`src/sv/wmacc_pkg.sv`:
```
// shared types and constants of the weighted moment accumulator
package wmacc_pkg;

   localparam int COUNT_BITS  = 16;
   localparam int COUNT_W     = COUNT_BITS + 1;
   localparam int QUEUE_DEPTH = 2;

   localparam logic [COUNT_W-1:0] COUNT_CAP = COUNT_W'(1) << COUNT_BITS;
   localparam logic [16:0] ENTRY_LIMIT_RESET = 17'h10000;

   localparam logic ACTION_POINT = 1'b0;
   localparam logic ACTION_CLEAR = 1'b1;

   // accumulator state after one item, as handed to the back end
   typedef struct packed {
      logic [16:0] count;
      logic [31:0] sum_w;
      logic [47:0] sum_wx;
      logic [47:0] sum_wy;
      logic [63:0] sum_wxx;
      logic [63:0] sum_wyy;
      logic [15:0] min_x;
      logic [15:0] max_x;
      logic [15:0] min_y;
      logic [15:0] max_y;
      logic        limit;
   } snap_type;

   typedef struct packed {
      logic [16:0] count;
      logic [31:0] weight_sum;
      logic [23:0] mean_x;
      logic [23:0] mean_y;
      logic [23:0] rms_x;
      logic [23:0] rms_y;
      logic [15:0] low_x;
      logic [15:0] high_x;
      logic [15:0] low_y;
      logic [15:0] high_y;
      logic        limit;
   } rsp_type;

   typedef struct packed {
      logic     push;
      snap_type data;
   } qwr_type;

endpackage

```
`src/sv/wmacc_queue.sv`:
```
// short snapshot queue between accumulator front end and math back end
module wmacc_queue
   import wmacc_pkg::*;
(
   input  logic     clock,
   input  logic     reset,
   input  qwr_type  wr,
   output logic     full,
   input  logic     pop,
   output logic     valid,
   output snap_type data
);

   localparam int PTR_W = $clog2(QUEUE_DEPTH);
   localparam int CNT_W = $clog2(QUEUE_DEPTH + 1);

   snap_type             mem_ff [QUEUE_DEPTH];
   logic [PTR_W-1:0]     wr_ptr_ff, wr_ptr_in;
   logic [PTR_W-1:0]     rd_ptr_ff, rd_ptr_in;
   logic [CNT_W-1:0]     cnt_ff, cnt_in;
   logic                 do_pop;

   assign full   = (cnt_ff == CNT_W'(QUEUE_DEPTH));
   assign valid  = (cnt_ff != '0);
   assign data   = mem_ff[rd_ptr_ff];
   assign do_pop = pop && valid;

   always_comb begin
      wr_ptr_in = wr_ptr_ff;
      rd_ptr_in = rd_ptr_ff;
      cnt_in    = cnt_ff;
      if (wr.push) begin
         wr_ptr_in = (wr_ptr_ff == PTR_W'(QUEUE_DEPTH - 1)) ? '0 : wr_ptr_ff + 1'b1;
      end
      if (do_pop) begin
         rd_ptr_in = (rd_ptr_ff == PTR_W'(QUEUE_DEPTH - 1)) ? '0 : rd_ptr_ff + 1'b1;
      end
      if (wr.push && !do_pop) begin
         cnt_in = cnt_ff + 1'b1;
      end else if (!wr.push && do_pop) begin
         cnt_in = cnt_ff - 1'b1;
      end
   end

   always_ff @(posedge clock) begin
      if (reset) begin
         wr_ptr_ff <= '0;
         rd_ptr_ff <= '0;
         cnt_ff    <= '0;
      end else begin
         wr_ptr_ff <= wr_ptr_in;
         rd_ptr_ff <= rd_ptr_in;
         cnt_ff    <= cnt_in;
      end
      if (wr.push) begin
         mem_ff[wr_ptr_ff] <= wr.data;
      end
   end

endmodule

```
`config.mk`:
```
export PLATFORM = sky130hd
export DESIGN_NAME = wmacc_queue
export DESIGN_NICKNAME = d
export VERILOG_FILES = /design/src/sv/wmacc_pkg.sv /design/src/sv/wmacc_queue.sv
export SDC_FILE = /design/constraint.sdc
export NUM_CORES = 1
export LEC_CHECK = 0
export BUFFER_PORTS_ARGS = -buffer_cell sky130_fd_sc_hd__buf_2
export CAP_MARGIN = 20
export CORE_AREA = 10 10 254 256
export CTS_CLUSTER_DIAMETER = 100
export DETAILED_ROUTE_END_ITERATION = 12
export DIE_AREA = 0 0 264 266
export GPL_ROUTABILITY_DRIVEN = 0
export PLACE_DENSITY = 0.69
export SYNTH_ARGS = -nofsm -noshare
export SYNTH_HDL_FRONTEND = slang
export SYNTH_SLANG_ARGS = --single-unit
export TNS_END_PERCENT = 1
```
`constraint.sdc`:
```
create_clock -name clock -period 30.7 [get_ports clock]
set_input_delay 1.535 -clock clock [delete_from_list [all_inputs] [get_ports clock]]
set_output_delay 1.535 -clock clock [all_outputs]
set_load 0.01 [all_outputs]
```
-- Yosys cells after proc, flatten, opt, wreduce, memory -nomap -nowiden
Memories as Yosys holds them, arrays and structs flattened. A register that Yosys moved wholly into a read port is not among the register bits.
Cells that the tools add are included.
- bits in registers: 4
- bits in writable memories: 676
- input port bits: 342
- output and inout bits: 340
- memories kept: 1
- memories (name ; depth ; bits a word ; read ports ; clocked after Yosys merged registers in ; write ports ; RTL line ; RTL):
    mem_ff ; 2 ; 338 ; 1 ; 1 ; 1 ; wmacc_queue.sv:17 ; snap_type mem_ff [QUEUE_DEPTH];
- add/sub/neg operators: 4
- equality and inequality tests: 1
- multiplexer cells: 8
- reduce and logical (&&, ||, !) cells: 7
- operator list (cell ; count):
    $mux 1 ; 6
    $mux 2 ; 2
    $reduce_bool 2->1 ; 2
    $logic_and 1x1->1 ; 3
    $add 1x1->1 const B ; 2
    $add 2x1->2 const B ; 1
    $eq 2x2->1 const B ; 1
    $logic_not 1->1 ; 2
    $sub 2x1->2 const B ; 1

-- Depth between registers and ports, before layout
- depth in word-level cells: 5
- depth in mapped cells: 5

-- Worst setup path before layout
No wires, ideal clock.
- path type: input to register
- from: input wr[338] in the netlist's numbering
- to: memory mem_ff[0][0] in the netlist's numbering, enable pin
- data arrival time: 16.053 ns
- data required time: 29.615 ns
- setup slack: 13.562 ns
- cell stages on the path: 1
- buffers on the path: 0
- path through: nor2b_1
- longest elaborated chain between the ends: 2
- RTL lines (item ; RTL line ; RTL):
    start: declaration ; wmacc_queue.sv:7 ; input qwr_type wr,
    $mux 1 ; wmacc_queue.sv:55 ; if (wr.push) begin
    $mux 1 (not written as such) ; wmacc_queue.sv:56 ; mem_ff[wr_ptr_ff] <= wr.data;
    end: declaration ; wmacc_queue.sv:17 ;
Every way passes these cells.

==> results.ini <==
[synth]
synth_cell_types = 17
total_of_flip_flops_plus_latches_after_synthesis = 681
synthCells = 1074
yosysSeqAreaShare_pct = 78.0
number_of_warning_messages_in_the_yosys_log = 0
netlist_area_sq_um = 26200
syn_nets = 1417
syn_avg_cell_area_sq_um = 24.3

[clock_tree]
hold_buf_count_cts = 0
tritoncts = done
cts_setup_buffers = 0
clock_input_transition_at_the_sequential_cells_of_the_worst_setup_and_hold_paths_ns = 0.05
numClockSinks = 681
htree_levels = 3
root_buffer = clkbuf_16
clk-insertion-delay-late_ns = 0.60
postCtsResizedCells = 0
cts-root-to-sink-buffers = 3
tritoncts_buffers = 71

[placement]
dpl.cell_count = 2509
place.detailed.hpwl_um = 44000
dpl_cell_area_sq_um = 30000
port_buffers = 681

[route]
drt-total-wl_um = 61400
avgRoutedWirePerCell_um = 23.2
drt-initial-drc-count = 805
viasPerCell = 4.80
detailroute.via_count = 12700
detailedRoute.firstPassIterationCount = 5
postRouteAntennaNets = 0
drc = 0

[cells_and_area]
mostFrequentLayoutCells = buf_2 (681), edfxtp_1 (676), mux2_4 (300)
area_growth_pct = 24.0
fin_area_sq_um = 32400
final_net_count = 2143
seqCellArea_sq_um = 20400
layout_commonest_cell = buf_2
fillerInstances = 4671
multi_input_area_sq_um = 5050
finalNonFillerCells = 2653
final_layout_size_suffix_gt1_share_pct = 61.5

[worst_setup_path]
cp_data_required_time_ns = 29.17
cp_max_fo = 121
reg2regPathDepth = 3
worst_ep_arrival_time_ns = 4.11
startpoint_of_the_lowest_slack_register_to_register_path = wr_ptr_ff
worst_setup_path_start_kind = flip-flop
ff_to_ff_setup_slack_ns = 27.57
worstReg2RegEnd = mem_ff[1][196]
timing.setup.critical_path_class = flip-flop to primary output
endpoint_kind = primary output

[global_route]
global_route.usage.total_pct = 16.7
grt_antenna_before_repair = 26
gr-total-overflow = 0
first_global_vias = 13800
grt_max_degree = 176
grt_first_pass_wirelength_um = 88500

[sta]
timing.final.crit_period_ns = 5.64
maxSlewHeadroom_pct = 15.7
report.final.setup_viol = 0
timing_hold_violations_final = 0
max_clock_freq_ghz = 0.177
skew_ns = 0.0185
fin_crit_sh_pct = 18.4
timing_max_transition_violations_final = 0
hold_slack_ns = 0.513
worstMarginPinSlew_ns = 1.26
totalNegativeSetupSlack_ns = 0
grt_setup_unrepaired = false

[die]
placementRows = 90
total_die_area_sq_um = 70200
floorplan.die.height_um = 266
floorplan.die.width_um = 264
core_area_sq_um = 59700
pin_count = 682
start_util_pct = 43.8

[run]
cap_viol_max_count = 0

[outcome]
status = completed

[power_and_ir_drop]
pleak_nw = 12.7
vdd.ir_drop.worst_mv = 0.0645
power-per-cell-area_nw_per_um2 = 81.3

[min_path]
holdCritStartpoint = rd_ptr_ff
worstHoldPathType = flip-flop to flip-flop
worst_hold_path_stage_count = 2
worst_hold_path.endpoint = rd_ptr_ff

## area by class of cell
class	count	area share, %
Timing Repair Buffer	691	10.9
Antenna cell	17	0.131
Clock buffer	83	5.75
Clock inverter	44	1.73
Multi-Input combinational cell	355	15.6
Sequential cell	681	62.9
Tap cell	782	3.02
## metrics by stage
stage	worst slack, ns	power (W)	util (%)
after floorplan	13.56	0.00164	-
after global placement	25.77	0.00178	50.2
after detailed placement	25.68	0.00178	50.2
after CTS	25.05	0.00267	54.2
after global routing	24.92	0.00274	54.3
final	25.06	0.00264	54.3
## state kept, by name, summed over array words and instances (netlist names), named ones only
signal     cells
cnt_ff         2
mem_ff       676
rd_ptr_ff      1
wr_ptr_ff      1
## critical path: stages (launching register included)
cell and delay (ns):
dfxtp_4 0.96, buf_12 0.50, buf_4 0.97, mux2_4 0.37, buf_2 0.15
## logic make-up after synthesis
kind of cell    count (synthesis)  share of synthesized area (%)
flops                         681                           78.0
simple gates                    9                          0.177
mux                           338                           18.9
fa+ha+maj                       1                         0.0478
compound gates                  3                         0.0574
xor+xnor                        4                          0.134
buf+inv                        38                           2.72
## synthesized netlist by cell type
cell type,number,area (sq um)
or3_1,1,6.26
xnor2_1,1,8.76
a21oi_1,1,5.00
buf_2,1,5.00
nor2b_1,2,12.5
o21ai_0,2,10.0
dfxtp_1,5,100
buf_12,33,661
or2_2,1,6.26
nor2_1,4,15.0
edfxtp_1,676,20300
buf_6,4,45.0
mux2_4,300,4500
and2_1,1,6.26
xor2_1,3,26.3
ha_1,1,12.5
mux2_2,38,428
## where the power goes
part / internal (W) / switching (W)
sequential: 0.00109 / 0.0000301
clock: 0.000532 / 0.000348
combinational: 0.000329 / 0.000306
## per-layer routing
layer / up-vias / wire length [um] / global-route usage (%) / share of wire [%]
li1: 5789 / - / - / -
met4: 16 / 1600 / 6.41 / 2.6
met1: 6343 / 22000 / 18.1 / 36
met5: - / 114 / 0 / 0.19
met2: 492 / 32200 / 29.2 / 52
met3: 104 / 5490 / 6.53 / 8.9
## worst max-delay path by stage
stage | from | cells after the start | endpoint | slack [ns]
final | flip-flop | 4 | data[179] | 25.06
after global routing | flip-flop | 4 | data[272] | 24.92
after CTS | flip-flop | 4 | data[185] | 25.05
after detailed placement | flip-flop | 4 | data[146] | 25.68
after global placement | flip-flop | 4 | data[134] | 25.77
after floorplan | wr[338] | 1 | mem_ff[0][0] | 13.56
Note: power is estimated with default switching activity, not from simulation.
